==> src/rtl/core/whf_pkg.sv <==
package whf_pkg;

	// Widths fixed by the register map and the result format
	localparam int FRAC_BITS  = 4;
	localparam int PEAK_W     = 16;
	localparam int CNT_W      = 8;
	localparam int THR_W      = 12;
	localparam int BASE_W     = 16;
	localparam int CFG_DATA_W = 16;
	localparam int CFG_IDX_W  = 2;

	// Default sizes handed to the top level
	localparam int SAMPLE_BITS_DEF = 12;
	localparam int AREA_BITS_DEF   = 28;

	localparam logic [CNT_W-1:0]  COUNT_MAX = '1;
	localparam logic [PEAK_W-1:0] PEAK_MAX  = '1;

	// Register reset values
	localparam logic [THR_W-1:0]  THRESHOLD_RST = THR_W'(3);
	localparam logic [CNT_W-1:0]  MIN_RUN_RST   = CNT_W'(3);
	localparam logic [BASE_W-1:0] BASELINE_RST  = '0;

	typedef enum logic [CFG_IDX_W-1:0] {
		REG_THRESHOLD = 2'd0,
		REG_MIN_RUN   = 2'd1,
		REG_BASELINE  = 2'd2,
		REG_INVERT    = 2'd3
	} cfg_reg_t;

	typedef struct packed {
		logic [THR_W-1:0]  threshold;
		logic [CNT_W-1:0]  min_run;
		logic [BASE_W-1:0] baseline;
		logic              invert_polarity;
	} whf_cfg_t;

endpackage

==> src/rtl/core/whf_ifs.sv <==
interface whf_in_if import whf_pkg::*; #(
	parameter int SAMPLE_BITS = SAMPLE_BITS_DEF
);
	logic                   valid;
	logic                   ready;
	logic [SAMPLE_BITS-1:0] sample;
	logic                   kept;
	logic                   first;

	modport source (output valid, sample, kept, first, input ready);
	modport sink   (input valid, sample, kept, first, output ready);
endinterface

interface whf_out_if import whf_pkg::*; #(
	parameter int AREA_BITS = AREA_BITS_DEF
);
	logic                 valid;
	logic                 ready;
	logic [AREA_BITS-1:0] total_area;
	logic [PEAK_W-1:0]    total_peak;
	logic [AREA_BITS-1:0] kept_area;
	logic [PEAK_W-1:0]    kept_peak;

	modport source (output valid, total_area, total_peak, kept_area, kept_peak, input ready);
	modport sink   (input valid, total_area, total_peak, kept_area, kept_peak, output ready);
endinterface

==> src/rtl/core/whf_cfg_regs.sv <==
module whf_cfg_regs import whf_pkg::*; (
	input  logic                  clk,
	input  logic                  arst_n,
	input  logic                  cfg_we,
	input  logic [CFG_IDX_W-1:0]  cfg_index,
	input  logic [CFG_DATA_W-1:0] cfg_data,
	output whf_cfg_t              cfg
);

	// Decode the index and load the addressed register
	always_ff @(posedge clk or negedge arst_n) begin
		if (!arst_n) begin
			cfg.threshold       <= THRESHOLD_RST;
			cfg.min_run         <= MIN_RUN_RST;
			cfg.baseline        <= BASELINE_RST;
			cfg.invert_polarity <= 1'b0;
		end else if (cfg_we) begin
			unique case (cfg_reg_t'(cfg_index))
				REG_THRESHOLD: cfg.threshold       <= cfg_data[THR_W-1:0];
				REG_MIN_RUN:   cfg.min_run         <= cfg_data[CNT_W-1:0];
				REG_BASELINE:  cfg.baseline        <= cfg_data[BASE_W-1:0];
				REG_INVERT:    cfg.invert_polarity <= cfg_data[0];
			endcase
		end
	end

endmodule

==> src/rtl/core/whf_run_acc.sv <==
module whf_run_acc import whf_pkg::*; #(
	parameter int SAMPLE_BITS = SAMPLE_BITS_DEF,
	parameter int AREA_BITS   = AREA_BITS_DEF
) (
	input  logic                   clk,
	input  logic                   arst_n,
	input  whf_cfg_t               cfg,
	input  logic                   step,
	input  logic [SAMPLE_BITS-1:0] sample,
	input  logic                   kept,
	input  logic                   first,
	output logic                   emit,
	output logic [AREA_BITS-1:0]   total_area,
	output logic [PEAK_W-1:0]      total_peak,
	output logic [AREA_BITS-1:0]   kept_area,
	output logic [PEAK_W-1:0]      kept_peak
);

	localparam int SMP_W = SAMPLE_BITS + FRAC_BITS;
	localparam int DEV_W = (SMP_W > BASE_W) ? SMP_W : BASE_W;
	localparam int SUM_W = ((AREA_BITS > DEV_W) ? AREA_BITS : DEV_W) + 1;
	localparam logic [AREA_BITS-1:0] AREA_MAX = '1;

	logic                 active_q;
	logic [CNT_W-1:0]     run_count_q;
	logic [AREA_BITS-1:0] area_q;
	logic [PEAK_W-1:0]    peak_q;
	logic [AREA_BITS-1:0] kept_area_q;
	logic [PEAK_W-1:0]    kept_peak_q;

	logic                 active_b;
	logic [CNT_W-1:0]     run_count_b;
	logic [AREA_BITS-1:0] area_b;
	logic [PEAK_W-1:0]    peak_b;
	logic [AREA_BITS-1:0] kept_area_b;
	logic [PEAK_W-1:0]    kept_peak_b;

	logic [DEV_W-1:0]     smp_x;
	logic [DEV_W-1:0]     base_x;
	logic [DEV_W-1:0]     thr_x;
	logic [DEV_W-1:0]     dev;
	logic                 over;
	logic                 pass;
	logic [PEAK_W-1:0]    pk;
	logic [SUM_W-1:0]     area_sum;
	logic [SUM_W-1:0]     kept_sum;
	logic [AREA_BITS-1:0] area_sat;
	logic [AREA_BITS-1:0] kept_sat;
	logic                 close;

	// Start of a waveform sees a cleared run
	always_comb begin
		active_b    = first ? 1'b0 : active_q;
		run_count_b = first ? '0   : run_count_q;
		area_b      = first ? '0   : area_q;
		peak_b      = first ? '0   : peak_q;
		kept_area_b = first ? '0   : kept_area_q;
		kept_peak_b = first ? '0   : kept_peak_q;
	end

	// Deviation from baseline in the chosen polarity, in sixteenths
	always_comb begin
		smp_x  = DEV_W'({sample, {FRAC_BITS{1'b0}}});
		base_x = DEV_W'(cfg.baseline);
		thr_x  = DEV_W'({cfg.threshold, {FRAC_BITS{1'b0}}});
		if (cfg.invert_polarity) begin
			over = base_x > smp_x;
			dev  = base_x - smp_x;
		end else begin
			over = smp_x > base_x;
			dev  = smp_x - base_x;
		end
		pass = over && (dev > thr_x);
		pk   = (dev > DEV_W'(PEAK_MAX)) ? PEAK_MAX : dev[PEAK_W-1:0];
	end

	// Saturating area sums
	always_comb begin
		area_sum = SUM_W'(area_b) + SUM_W'(dev);
		kept_sum = SUM_W'(kept_area_b) + SUM_W'(dev);
		area_sat = (area_sum > SUM_W'(AREA_MAX)) ? AREA_MAX : area_sum[AREA_BITS-1:0];
		kept_sat = (kept_sum > SUM_W'(AREA_MAX)) ? AREA_MAX : kept_sum[AREA_BITS-1:0];
	end

	// A failing sample closes a run that is long enough
	assign close      = !pass && active_b && (run_count_b > cfg.min_run);
	assign emit       = close && (area_b != '0);
	assign total_area = area_b;
	assign total_peak = peak_b;
	assign kept_area  = kept_area_b;
	assign kept_peak  = kept_peak_b;

	// Advance the run state once per item
	always_ff @(posedge clk or negedge arst_n) begin
		if (!arst_n) begin
			active_q    <= 1'b0;
			run_count_q <= '0;
			area_q      <= '0;
			peak_q      <= '0;
			kept_area_q <= '0;
			kept_peak_q <= '0;
		end else if (step) begin
			if (pass) begin
				active_q    <= 1'b1;
				run_count_q <= (run_count_b == COUNT_MAX) ? COUNT_MAX : run_count_b + 1'b1;
				area_q      <= area_sat;
				kept_area_q <= kept ? kept_sat : kept_area_b;
				peak_q      <= (pk > peak_b) ? pk : peak_b;
				kept_peak_q <= ((pk > peak_b) && kept) ? pk : kept_peak_b;
			end else if (close) begin
				active_q    <= 1'b0;
				run_count_q <= '0;
				area_q      <= '0;
				peak_q      <= '0;
				kept_area_q <= '0;
				kept_peak_q <= '0;
			end else begin
				active_q    <= active_b;
				run_count_q <= run_count_b;
				area_q      <= area_b;
				peak_q      <= peak_b;
				kept_area_q <= kept_area_b;
				kept_peak_q <= kept_peak_b;
			end
		end
	end

	// Kept sums are a subset of the totals
	a_kept_area_le: assert property (@(posedge clk) disable iff (!arst_n)
		kept_area_q <= area_q)
		else $error("kept area exceeds total area");

	a_kept_peak_le: assert property (@(posedge clk) disable iff (!arst_n)
		kept_peak_q <= peak_q)
		else $error("kept peak exceeds total peak");

	// An idle run holds nothing
	a_idle_clear: assert property (@(posedge clk) disable iff (!arst_n)
		!active_q |-> (run_count_q == '0 && area_q == '0 && peak_q == '0))
		else $error("inactive run holds accumulated state");

	a_active_count: assert property (@(posedge clk) disable iff (!arst_n)
		active_q |-> (run_count_q != '0))
		else $error("active run with zero count");

endmodule

==> src/rtl/core/waveform_hit_finder_unit.sv <==
// Threshold hit finder over a stream of ADC samples.
// Input channel (samples): one item per ADC sample with a kept flag and a
// first flag that clears all run state at the start of a waveform.
// Output channel (hits): one item per closed run long enough to report,
// carrying total and kept-only area and peak in sixteenths of a count.
// Configuration: cfg_we/cfg_index/cfg_data write threshold, min_run,
// baseline and polarity; write only while no item is in flight.
// The result of a closing sample passes through the input register, then
// the result register, before it is valid on hits. Throughput: one item
// per cycle unless an item's result must wait for the output register;
// the per-sample update is a threshold compare and two saturating adds on
// the run accumulators, all combinational.
// Reset: registers return to threshold 3, min_run 3, baseline 0, positive
// polarity; the run state and both pipeline stages clear.
// Stall: while a result waits in the output register the input register
// still drains items that produce no result; an item that would produce a
// result holds in the input register, with samples.ready low, until the
// output register is taken.
module waveform_hit_finder_unit import whf_pkg::*; #(
	parameter int SAMPLE_BITS = SAMPLE_BITS_DEF,
	parameter int AREA_BITS   = AREA_BITS_DEF
) (
	input  logic                  clk,
	input  logic                  arst_n,
	input  logic                  cfg_we,
	input  logic [CFG_IDX_W-1:0]  cfg_index,
	input  logic [CFG_DATA_W-1:0] cfg_data,
	whf_in_if.sink                samples,
	whf_out_if.source             hits
);

	whf_cfg_t cfg;

	logic                   valid_s1;
	logic [SAMPLE_BITS-1:0] sample_s1;
	logic                   kept_s1;
	logic                   first_s1;

	logic                   out_valid_q;
	logic [AREA_BITS-1:0]   total_area_q;
	logic [PEAK_W-1:0]      total_peak_q;
	logic [AREA_BITS-1:0]   kept_area_q;
	logic [PEAK_W-1:0]      kept_peak_q;

	logic                   emit;
	logic [AREA_BITS-1:0]   res_area;
	logic [PEAK_W-1:0]      res_peak;
	logic [AREA_BITS-1:0]   res_kept_area;
	logic [PEAK_W-1:0]      res_kept_peak;
	logic                   out_free;
	logic                   step;

	whf_cfg_regs u_cfg (
		.clk       (clk),
		.arst_n    (arst_n),
		.cfg_we    (cfg_we),
		.cfg_index (cfg_index),
		.cfg_data  (cfg_data),
		.cfg       (cfg)
	);

	whf_run_acc #(
		.SAMPLE_BITS (SAMPLE_BITS),
		.AREA_BITS   (AREA_BITS)
	) u_run (
		.clk        (clk),
		.arst_n     (arst_n),
		.cfg        (cfg),
		.step       (step),
		.sample     (sample_s1),
		.kept       (kept_s1),
		.first      (first_s1),
		.emit       (emit),
		.total_area (res_area),
		.total_peak (res_peak),
		.kept_area  (res_kept_area),
		.kept_peak  (res_kept_peak)
	);

	// Advance the held item unless its result has nowhere to go
	assign out_free      = !out_valid_q || hits.ready;
	assign step          = valid_s1 && (out_free || !emit);
	assign samples.ready = !valid_s1 || step;

	// Input register
	always_ff @(posedge clk or negedge arst_n) begin
		if (!arst_n) begin
			valid_s1 <= 1'b0;
		end else if (samples.ready) begin
			valid_s1 <= samples.valid;
		end
	end

	always_ff @(posedge clk) begin
		if (samples.ready && samples.valid) begin
			sample_s1 <= samples.sample;
			kept_s1   <= samples.kept;
			first_s1  <= samples.first;
		end
	end

	// Result register
	always_ff @(posedge clk or negedge arst_n) begin
		if (!arst_n) begin
			out_valid_q <= 1'b0;
		end else if (step && emit) begin
			out_valid_q <= 1'b1;
		end else if (hits.ready) begin
			out_valid_q <= 1'b0;
		end
	end

	always_ff @(posedge clk) begin
		if (step && emit) begin
			total_area_q <= res_area;
			total_peak_q <= res_peak;
			kept_area_q  <= res_kept_area;
			kept_peak_q  <= res_kept_peak;
		end
	end

	assign hits.valid      = out_valid_q;
	assign hits.total_area = total_area_q;
	assign hits.total_peak = total_peak_q;
	assign hits.kept_area  = kept_area_q;
	assign hits.kept_peak  = kept_peak_q;

	// A result never overwrites one still waiting
	a_no_overwrite: assert property (@(posedge clk) disable iff (!arst_n)
		(out_valid_q && !hits.ready) |-> !(step && emit))
		else $error("pending result overwritten");

	// A held item that can advance always does
	a_drain: assert property (@(posedge clk) disable iff (!arst_n)
		(valid_s1 && out_free) |-> step)
		else $error("input register stalled with free output");

endmodule

==> src/flat_wrapper.sv <==
// flat-port wrapper written by rule: the top's interface ports become plain ports
module waveform_hit_finder_unit_flat import whf_pkg::*;
#(
	parameter int SAMPLE_BITS = SAMPLE_BITS_DEF,
	parameter int AREA_BITS   = AREA_BITS_DEF
)
  (clk, arst_n, cfg_we, cfg_index, cfg_data, samples_valid, samples_sample, samples_kept, samples_first, samples_ready, hits_valid, hits_total_area, hits_total_peak, hits_kept_area, hits_kept_peak, hits_ready);
  whf_in_if #(.SAMPLE_BITS(SAMPLE_BITS)) samples_i ();
  whf_out_if #(.AREA_BITS(AREA_BITS)) hits_i ();
  input  logic clk;
  input  logic arst_n;
  input  logic cfg_we;
  input  logic [CFG_IDX_W-1:0] cfg_index;
  input  logic [CFG_DATA_W-1:0] cfg_data;
  input wire logic [$bits(samples_i.valid)-1:0] samples_valid;
  input wire logic [$bits(samples_i.sample)-1:0] samples_sample;
  input wire logic [$bits(samples_i.kept)-1:0] samples_kept;
  input wire logic [$bits(samples_i.first)-1:0] samples_first;
  output wire logic [$bits(samples_i.ready)-1:0] samples_ready;
  output wire logic [$bits(hits_i.valid)-1:0] hits_valid;
  output wire logic [$bits(hits_i.total_area)-1:0] hits_total_area;
  output wire logic [$bits(hits_i.total_peak)-1:0] hits_total_peak;
  output wire logic [$bits(hits_i.kept_area)-1:0] hits_kept_area;
  output wire logic [$bits(hits_i.kept_peak)-1:0] hits_kept_peak;
  input wire logic [$bits(hits_i.ready)-1:0] hits_ready;
  assign samples_i.valid = samples_valid;
  assign samples_i.sample = samples_sample;
  assign samples_i.kept = samples_kept;
  assign samples_i.first = samples_first;
  assign samples_ready = samples_i.ready;
  assign hits_valid = hits_i.valid;
  assign hits_total_area = hits_i.total_area;
  assign hits_total_peak = hits_i.total_peak;
  assign hits_kept_area = hits_i.kept_area;
  assign hits_kept_peak = hits_i.kept_peak;
  assign hits_i.ready = hits_ready;
  waveform_hit_finder_unit #(.SAMPLE_BITS(SAMPLE_BITS), .AREA_BITS(AREA_BITS)) u_core (.clk(clk), .arst_n(arst_n), .cfg_we(cfg_we), .cfg_index(cfg_index), .cfg_data(cfg_data), .samples(samples_i), .hits(hits_i));
endmodule
==> config.mk <==
export PLATFORM = sky130hd
export DESIGN_NAME = waveform_hit_finder_unit_flat
export DESIGN_NICKNAME = d
export VERILOG_FILES = /design/src/rtl/core/whf_pkg.sv /design/src/rtl/core/whf_ifs.sv /design/src/rtl/core/whf_cfg_regs.sv /design/src/rtl/core/whf_run_acc.sv /design/src/rtl/core/waveform_hit_finder_unit.sv /design/src/flat_wrapper.sv
export SDC_FILE = /design/constraint.sdc
export NUM_CORES = 1
export LEC_CHECK = 0
export BUFFER_PORTS_ARGS = -buffer_cell sky130_fd_sc_hd__buf_2
export CAP_MARGIN = 20
export CORE_ASPECT_RATIO = 2
export CORE_UTILIZATION = 60
export CTS_BUF_LIST = sky130_fd_sc_hd__clkbuf_16
export DETAILED_ROUTE_END_ITERATION = 10
export GPL_TIMING_DRIVEN = 0
export PLACE_DENSITY = 0.8
export SLEW_MARGIN = 5
export SYNTH_ARGS = -nofsm -noshare
export SYNTH_HDL_FRONTEND = slang
export SYNTH_SLANG_ARGS = --single-unit
==> constraint.sdc <==
create_clock -name clk -period 16.7 [get_ports clk]
set_input_delay 2.505 -clock clk [delete_from_list [all_inputs] [get_ports clk]]
set_output_delay 2.505 -clock clk [all_outputs]
set_load 0.1 [all_outputs]
==> impl_metrics.json, run 1 <==
{
  "ant_nets": 0,
  "clk_pin_slew_worst_paths_ns": 0.06,
  "cts_resized": 0,
  "fin_worst_skew_ns": 0.0218,
  "fin_area_um2": 15400,
  "root_buffer": "clkbuf_16",
  "cpPeakStageDelay_ns": 0.71,
  "rsz0062_at_grt": "no",
  "ctsHoldBuffers": 0,
  "post-dp-hpwl_um": 31200,
  "syn_area_um2": 13600,
  "most-common-layout-cells": "157 x nand2_1, 138 x buf_2, 132 x dfrtp_1",
  "portBuffers": 126,
  "ys_top_cells_by_area": "dfrtp_1 24%, edfxtp_1 22%, ha_1 8.8%",
  "critPathTopFamily": "buffers and inverters",
  "cp_max_fo": 10,
  "clkPwrFrac_pct": 20.7,
  "slew_viol_final": 0,
  "firstDrtPassIters": 9,
  "critPathLaunchType": "register",
  "yosysSeqAreaShare_pct": 47.5,
  "hold_violations": 0,
  "r2r_start": "u_core.first_s1",
  "rows": 77,
  "cts.sinks": 238,
  "post_cts_buffers": 0,
  "grt_overflow": 0,
  "cts_max_level": 1,
  "syn_to_final_growth_pct": 13.0,
  "synth_cell_types": 91,
  "via_count": 11400,
  "swShare_pct": 41.2,
  "ys_warn_count": 0,
  "syn_inst": 1341,
  "p_sw_uw": 934,
  "synth_ff_type": "dfrtp_1",
  "status": "finished, violations left",
  "p_seq_share_pct": 34.5,
  "cts_tree": "yes",
  "route.detailed.drc": 1,
  "diodes": 0,
  "synth_top_cell_by_area": "dfrtp_1",
  "p_per_area_nw_per_um2": 147,
  "antenna_found_initial": 0,
  "drive_gt1_share_pct": 16.3,
  "cpMaxStageDelayCell": "nor4_1",
  "cts_buffer_depth": 3,
  "final_common_cell": "nand2_1",
  "setup_viol": 0,
  "p_comb_share_pct": 44.8,
  "async_flop_share_pct": 57.1,
  "worstHoldStart": "u_core.u_run.kept_area_q[7]",
  "holdPathEnd": "u_core.u_run.kept_area_q[7]",
  "wire_per_inst_um": 22.7,
  "grt_pass1_vias": 11700,
  "whs_path_depth": 2,
  "die_w_um": 109,
  "boundaryPins": 127,
  "syn_avg_cell_area_um2": 10.2,
  "synth_nets": 1477,
  "drv_cap": 0,
  "start_util_pct": 61.5,
  "grt_max_degree": 82,
  "wirelength_um": 40800,
  "cts_buffers": 22,
  "vias_per_cell": 6.33,
  "critPathKind": "reg -> out",
  "grt_pass1_wl_um": 63000,
  "synth_seq_cells": 238,
  "clock.fmax_mhz": 114,
  "timing.rr.end": "u_core.hits.total_peak[15]",
  "whs_ns": 0.469,
  "path_buf_inv": 5,
  "clock_latency_ns": 0.54,
  "hp-class": "reg -> reg",
  "crit_chain": "buf_2 > buf_1 > a21oi_1 > a31oi_1 > o21ai_0 > a221oi_1 > a21oi_1 > xor2_1 > buf_4 > ha_1 > nand4_1 > nor4_1 > a31oi_1 > and3_4 > buf_6 > nor2_1 > nand3_1 > buf_2",
  "power_leakage_uw": 0.00712,
  "grt_usage_pct": 36.4,
  "synth-edff-count": 102,
  "die_area_um2": 23400,
  "cp.arrival_ns": 6.29,
  "place_area_um2": 14800,
  "vdd_drop_max_mv": 0.115,
  "yosysTopAreaCellShare_pct": 24.2,
  "gp_congestion": 0.983,
  "violations": "design-rule violations",
  "critPathRequiredTime_ns": 14.20,
  "r2r_setup_slack_ns": 9.28,
  "end_kind": "output pin",
  "tns_ns": 0,
  "die_h_um": 215,
  "core_um2": 22200,
  "fillers": 1720,
  "internal-power_uw": 1330,
  "reg2reg_depth": 18,
  "post-route-min-period_ns": 8.80,
  "tightest_slew_ns": 1.22,
  "finalCritPeriodShare_pct": 52.7,
  "drt-initial-drc-count": 677,
  "slew_headroom_pct": 18.2,
  "nNetsFinal": 1640
}
-- per-layer routing --
metal / up-vias / share of wire, % / global-route usage, %
li1: 5163 / - / -
met1: 5438 / 32 / 36.1
met2: 564 / 51 / 63.4
met3: 200 / 6.9 / 6.25
met4: 0 / 10 / 31.8
met5: - / 0 / 0
-- cell usage after synthesis, drive strengths merged (10+ instances only) --
cell type	n
and3	18
nor3	17
a22o	26
nand4	16
nor2	59
a211oi	10
clkbuf	26
a21o	20
nand2	157
a31oi	16
inv	94
xor2	21
dfrtp	132
nand2b	11
and2	11
mux2	30
edfxtp	102
o21ai	95
a21oi	86
ha	96
buf	24
nor2b	78
nand3	32
xnor2	21
-- cell families after synthesis --
| logic type | synth area share (%) |
|---|---|
| AOI/OAI and AO/OA | 17.4 |
| DFF | 47.5 |
| adders and majority gates | 9.25 |
| xor gates and xnor gates | 2.70 |
| and+or+nand+nor | 15.9 |
| muxes | 2.84 |
| buffers and inverters | 4.45 |
-- cell type report --
class	instances	area, um^2	area share (%)
multi-input cells	959	6560	42.6
repair buffers	139	769	5.00
inverters	94	353	2.29
flip-flops and latches	238	6470	42.0
well taps	276	345	2.24
plain buffers	50	254	1.65
clock buffers	23	576	3.74
clock inverters	17	71.3	0.463
-- worst max path at each step --
stage	startpoint	to	slack, ns	depth (start not counted)
after floorplan	u_core.u_cfg.cfg[6]	u_core.hits.kept_area[0]	6.45	17
after global placement	u_core.u_cfg.cfg[0]	u_core.hits.total_peak[8]	2.29	16
after detailed placement	u_core.u_cfg.cfg[0]	samples_ready	8.57	18
after CTS	u_core.u_cfg.cfg[0]	samples_ready	8.00	18
after global routing	u_core.u_cfg.cfg[0]	samples_ready	7.66	18
final	u_core.u_cfg.cfg[0]	samples_ready	7.90	18
-- worst min-delay path: stages, from the launching register on --
cell and delay [ns]:
dfrtp_1 0.33, nand2_1 0.05, nand2_1 0.06
-- power groups by stage --
stage	Combinational, uW	Sequential [uW]	Clock, uW
floorplan	695	765	0
global placement	951	785	0
detailed placement	991	789	0
CTS	998	779	471
global route	1100	789	490
finish	1020	782	470
-- registers in the layout, indices dropped and copies added (netlist names) --
name / cells
u_core.first_s1: 1
u_core.hits.kept_area: 28
u_core.hits.kept_peak: 16
u_core.hits.total_area: 28
u_core.hits.total_peak: 16
u_core.hits.valid: 1
u_core.kept_s1: 1
u_core.sample_s1: 12
u_core.u_cfg.cfg: 37
u_core.u_run.active_q: 1
u_core.u_run.area_q: 28
u_core.u_run.kept_area_q: 28
u_core.u_run.kept_peak_q: 16
u_core.u_run.peak_q: 16
u_core.u_run.run_count_q: 8
u_core.valid_s1: 1
-- metrics by stage --
stage               util [%]  total power [uW]  worst slack, ns  instances
floorplan                  -              1460             6.45       1341
global placement        65.9              1740             2.29       1743
detailed placement      66.6              1780             8.57       1756
finish                  69.5              2270             7.90       1796
CTS                     69.5              2250             8.00       1796
global route            69.5              2380             7.66       1796
(Power assumes the default switching activity.)
==> run 2, diff against run 1 <==
clock period = 9 ns   (was 16.7 ns; I/O delays follow)
==> impl_metrics.json, run 2 (same netlist as run 1, synthesis figures left out) <==
{
  "post_cts_buffers": 0,
  "start_util_pct": 61.5,
  "drive_gt1_share_pct": 16.1,
  "critPathRequiredTime_ns": 7.65,
  "whs_path_depth": 2,
  "die_h_um": 215,
  "clock.fmax_mhz": 131,
  "final_util_pct": 69.8,
  "timing.rr.end": "u_core.hits.kept_peak[8]",
  "most-common-layout-cells": "157 x nand2_1, 138 x buf_2, 132 x dfrtp_1",
  "vdd_drop_max_mv": 0.190,
  "grt_pass1_vias": 11800,
  "grt_max_degree": 82,
  "drt-initial-drc-count": 806,
  "cp_max_fo": 10,
  "cp.arrival_ns": 6.28,
  "wire_per_inst_um": 22.9,
  "largest_reg_flops": 37,
  "cts.sinks": 238,
  "cts_tree": "yes",
  "grt_pass1_wl_um": 62900,
  "hp-class": "reg -> reg",
  "die_w_um": 109,
  "die_area_um2": 23400,
  "cts_buffers": 22,
  "worstHoldStart": "u_core.u_run.kept_area_q[8]",
  "regMostFlops": "u_core.u_cfg.cfg",
  "rsz0062_at_grt": "no",
  "whs_ns": 0.471,
  "reg2reg_depth": 17,
  "p_per_area_nw_per_um2": 277,
  "ctsHoldBuffers": 0,
  "clk_pin_slew_worst_paths_ns": 0.07,
  "slew_headroom_pct": 18.6,
  "via_count": 11500,
  "tightest_slew_ns": 1.22,
  "cts_resized": 0,
  "critPathLaunchType": "register",
  "status": "complete, no violations",
  "nNetsFinal": 1638,
  "portBuffers": 126,
  "drv_cap": 0,
  "route.detailed.drc": 0,
  "power_leakage_uw": 0.00713,
  "r2r_setup_slack_ns": 2.13,
  "core_um2": 22200,
  "post-route-min-period_ns": 7.63,
  "holdPathEnd": "u_core.u_run.kept_area_q[8]",
  "antenna_found_initial": 0,
  "hold_violations": 0,
  "syn_to_final_growth_pct": 13.4,
  "critPathKind": "reg -> out",
  "slew_viol_final": 0,
  "root_buffer": "clkbuf_16",
  "post-dp-hpwl_um": 31000,
  "grt_usage_pct": 36.5,
  "ant_nets": 0,
  "rows": 77,
  "fin_worst_skew_ns": 0.0225,
  "setup_viol": 0,
  "end_kind": "output pin",
  "firstDrtPassIters": 5,
  "final_common_cell": "nand2_1",
  "boundaryPins": 127,
  "diodes": 0,
  "r2r_start": "u_core.first_s1",
  "tns_ns": 0,
  "clock_latency_ns": 0.53,
  "wirelength_um": 41100,
  "grt_overflow": 0,
  "cts_max_level": 1,
  "gp_congestion": 0.996,
  "cts_buffer_depth": 3,
  "vias_per_cell": 6.38,
  "finalCritPeriodShare_pct": 84.8
}
-- run 2: cell count changes in the layout (fill, tap and decap cells not counted) --
cell,delta
inv_2,-1
buf_4,-4
nor3_4,+1
nor3_2,-1
inv_1,-1
bufinv_16,+2
clkinvlp_4,-1
clkinv_1,+1
buf_8,+2
-- run 2: per-stage QoR --
step                worst slack [ns]  total power (uW)  instances  cell area, um^2
floorplan                       1.44              2710       1341            13600
global placement               -1.62              3220       1743            14600
detailed placement              2.16              3300       1753            14800
CTS                             1.55              4240       1793            15400
global route                    1.34              4490       1794            15500
finish                          1.37              4280       1794            15500
-- run 2: worst max-delay path: stages, from the launching register on --
cell      delay (ns)
dfrtp_1         0.47
buf_2           0.29
buf_1           0.53
a21oi_1         0.14
a31oi_1         0.33
o21ai_0         0.20
a221oi_1        0.41
a21oi_1         0.13
xor2_1          0.40
buf_4           0.29
ha_1            0.18
nand4_1         0.17
nor4_1          0.78
a31oi_1         0.30
and3_4          0.28
buf_6           0.15
nor2_1          0.18
nand3_1         0.17
buf_2           0.36
-- run 2: cell type report --
type / count / area [um^2]
inverter: 94 / 353
buffer: 50 / 254
tap: 276 / 345
clock inverter: 17 / 120
timing repair buffer: 137 / 769
fill: 1763 / 6700
multi-input combinational: 959 / 6570
sequential: 238 / 6470
clock buffer: 23 / 576
-- run 2: metal layers --
layer	vias to the layer above	wire length, um	GRT usage [%]
met5	-	0	0
met4	0	4150	33.2
met3	216	2780	5.28
met2	568	21300	63.3
met1	5528	12900	36.4
li1	5141	-	-
-- run 2: how the worst max path moves through the flow --
| stage | cells after the start | slack, ns | start | endpoint |
|---|---|---|---|---|
| floorplan | 17 | 1.44 | u_core.u_cfg.cfg[6] | u_core.hits.kept_area[0] |
| global placement | 16 | -1.62 | u_core.u_cfg.cfg[0] | u_core.hits.kept_peak[8] |
| detailed placement | 18 | 2.16 | u_core.u_cfg.cfg[0] | samples_ready |
| CTS | 18 | 1.55 | u_core.u_cfg.cfg[0] | samples_ready |
| global route | 18 | 1.34 | u_core.u_cfg.cfg[0] | samples_ready |
| finish | 18 | 1.37 | u_core.u_cfg.cfg[0] | samples_ready |
-- run 2: power breakdown --
group / leakage (uW) / switching [uW] / total [uW] / internal, uW
Clock: 0.000376 / 409 / 926 / 517
Combinational: 0.00405 / 1200 / 1900 / 703
Sequential: 0.00270 / 132 / 1450 / 1320
Total: 0.00713 / 1740 / 4280 / 2540
==> run 3, diff against run 2 <==
ABC_AREA = 1   (was unset)
clock period = 7.84 ns   (was 9 ns; I/O delays follow)
==> impl_metrics.json, run 3 <==
{
  "final_cells": 2926,
  "synth-edff-count": 102,
  "slew_viol_final": 0,
  "grt_pass1_wl_um": 89700,
  "wirelength_um": 59200,
  "critPathLaunchType": "register",
  "synth_seq_cells": 238,
  "setup_viol": 0,
  "cts_resized": 0,
  "ys_top_cells_by_area": "nand2_1 21%, dfrtp_1 20%, edfxtp_1 19%",
  "whs_path_depth": 2,
  "start_util_pct": 61.1,
  "post-route-min-period_ns": 6.93,
  "use_met2_pct": 73.9,
  "critPathKind": "reg -> out",
  "most-common-layout-cells": "928 x nand2_1, 341 x inv_1, 224 x nand3_1",
  "grt_usage_pct": 42.5,
  "syn_to_final_growth_pct": 11.9,
  "clock_latency_ns": 0.55,
  "r2r_setup_slack_ns": 1.62,
  "final_util_pct": 68.4,
  "cts.sinks": 238,
  "drt-initial-drc-count": 1506,
  "final_common_cell": "nand2_1",
  "r2r_start": "u_core.u_cfg.cfg[6]",
  "tightest_slew_ns": 0.958,
  "fillers": 2368,
  "diodes": 0,
  "vias_per_cell": 5.81,
  "syn_area_um2": 16500,
  "cpPeakStageDelay_ns": 0.48,
  "timing.rr.end": "u_core.hits.total_peak[2]",
  "hold_violations": 0,
  "power_leakage_uw": 0.0100,
  "clk_pin_slew_worst_paths_ns": 0.07,
  "cpMaxStageDelayCell": "dfrtp_1",
  "rows": 85,
  "die_h_um": 237,
  "drive_gt1_share_pct": 9.04,
  "finalCritPeriodShare_pct": 88.4,
  "grt_overflow": 0,
  "gp_congestion": 1.01,
  "firstDrtPassIters": 6,
  "root_buffer": "clkbuf_16",
  "via_count": 17000,
  "route.detailed.drc": 0,
  "post_cts_buffers": 0,
  "ant_nets": 0,
  "yosysMostFrequentCell": "nand2_1",
  "fin_area_um2": 18500,
  "grt_max_degree": 76,
  "worstHoldStart": "u_core.u_run.peak_q[11]",
  "pre_cts_slack_ns": 1.86,
  "critPathRequiredTime_ns": 6.66,
  "yosysSeqAreaShare_pct": 39.2,
  "cts_max_level": 1,
  "reg2reg_depth": 27,
  "end_kind": "output pin",
  "hp-class": "reg -> reg",
  "core_um2": 27000,
  "yosysTopAreaCellShare_pct": 21.1,
  "ys_warn_count": 0,
  "grt_use_met1_pct": 39.6,
  "drv_cap": 0,
  "grt_pass1_vias": 16600,
  "post-dp-hpwl_um": 45200,
  "holdPathEnd": "u_core.u_run.peak_q[11]",
  "syn_avg_cell_area_um2": 6.86,
  "clock.fmax_mhz": 144,
  "busiest_layer": "met2",
  "cp_max_fo": 10,
  "cts_buffer_depth": 3,
  "cp.arrival_ns": 5.75,
  "regMostFlops": "u_core.u_cfg.cfg",
  "synth_nets": 2541,
  "slew_headroom_pct": 36.1,
  "wire_per_inst_um": 20.2,
  "synth_top_cell_by_area": "nand2_1",
  "synth_cell_types": 42,
  "synth_commonest_cells": "928 x nand2_1, 340 x inv_1, 224 x nand3_1, 200 x nor2_1, 132 x dfrtp_1",
  "rsz0062_at_grt": "no",
  "placed_cells": 2884,
  "die_area_um2": 28200,
  "syn_inst": 2405,
  "whs_ns": 0.485,
  "boundaryPins": 127,
  "ctsHoldBuffers": 0,
  "synth_ff_type": "dfrtp_1",
  "portBuffers": 126,
  "nNetsFinal": 2698,
  "vdd_drop_max_mv": 0.263,
  "cpMostUsedCell": "nand2_1",
  "cts_tree": "yes",
  "use_met3_pct": 8.29,
  "timing.final.ws_setup_ns": 0.911,
  "place_area_um2": 17700,
  "async_flop_share_pct": 57.1,
  "die_w_um": 119,
  "antenna_found_initial": 0,
  "status": "complete, no violations",
  "fin_worst_skew_ns": 0.0196,
  "largest_reg_flops": 37,
  "cts_buffers": 23,
  "p_per_area_nw_per_um2": 305
}
[run 3: cell count changes after synthesis, moves of 14 or more]
cell / delta
nor2_1: +143
and3_1: -16
nand2_1: +771
nand4_1: +15
nand3_1: +193
mux2_2: -30
o21ai_0: +19
nor2b_1: -77
a22o_1: -26
a31oi_1: -14
inv_1: +246
[run 3: worst max-delay path by stage]
stage                     depth (start not counted)                   endpoint                  from  slack, ns
after floorplan                                  26   u_core.hits.kept_area[0]   u_core.u_cfg.cfg[8]       0.59
after global placement                           26  u_core.hits.kept_peak[12]   u_core.u_cfg.cfg[6]      -2.25
after detailed placement                         26              samples_ready   u_core.u_cfg.cfg[6]       1.86
after CTS                                        26              samples_ready   u_core.u_cfg.cfg[6]       1.26
after global routing                             26              samples_ready  u_core.u_cfg.cfg[12]       0.50
final                                            26              samples_ready   u_core.u_cfg.cfg[6]       0.91
[run 3: cell type report]
type / count / area (um^2) / area share [%]
Buffer: 74 / 404 / 2.19
Clock buffer: 25 / 626 / 3.39
Clock inverter: 16 / 163 / 0.880
Inverter: 344 / 1290 / 7.00
Multi-Input combinational cell: 1749 / 8350 / 45.2
Sequential cell: 238 / 6470 / 35.0
Tap cell: 348 / 435 / 2.36
Timing Repair Buffer: 132 / 732 / 3.96
[run 3: stage by stage]
step | TNS (ns) | power (uW)
finish | 0 | 5630
global route | 0 | 5950
CTS | 0 | 5530
detailed placement | 0 | 4340
global placement | -197.13 | 4260
floorplan | 0 | 3490
[run 3: critical path: cells and delay by family (launching register included)]
family	cells	cell delay, ns
flops	1	0.48
simple gates	20	2.93
fa+ha+maj	2	0.87
buf+inv	4	0.93
[run 3: per-layer routing]
layer,up-vias,part of all wire [%]
li1,7900,-
met1,7761,30
met2,961,49
met3,364,8.2
met4,0,12
met5,-,0
[run 3: kinds of logic (layout without fill, tap and decap cells)]
kind of cell	Yosys count	in the layout	synth area share, %
AND/OR/NAND/NOR	1436	1436	35.7
buffers and inverters	418	591	10.3
flip-flops	238	238	39.2
AO/OA/AOI/OAI	191	191	6.00
adder cells (fa/ha/maj)	99	99	7.64
XOR/XNOR	23	23	1.22
[run 3: report_power, final]
group,switching (uW),internal (uW)
Sequential,149,1550
Combinational,1960,779
Clock,538,655
Total,2650,2980
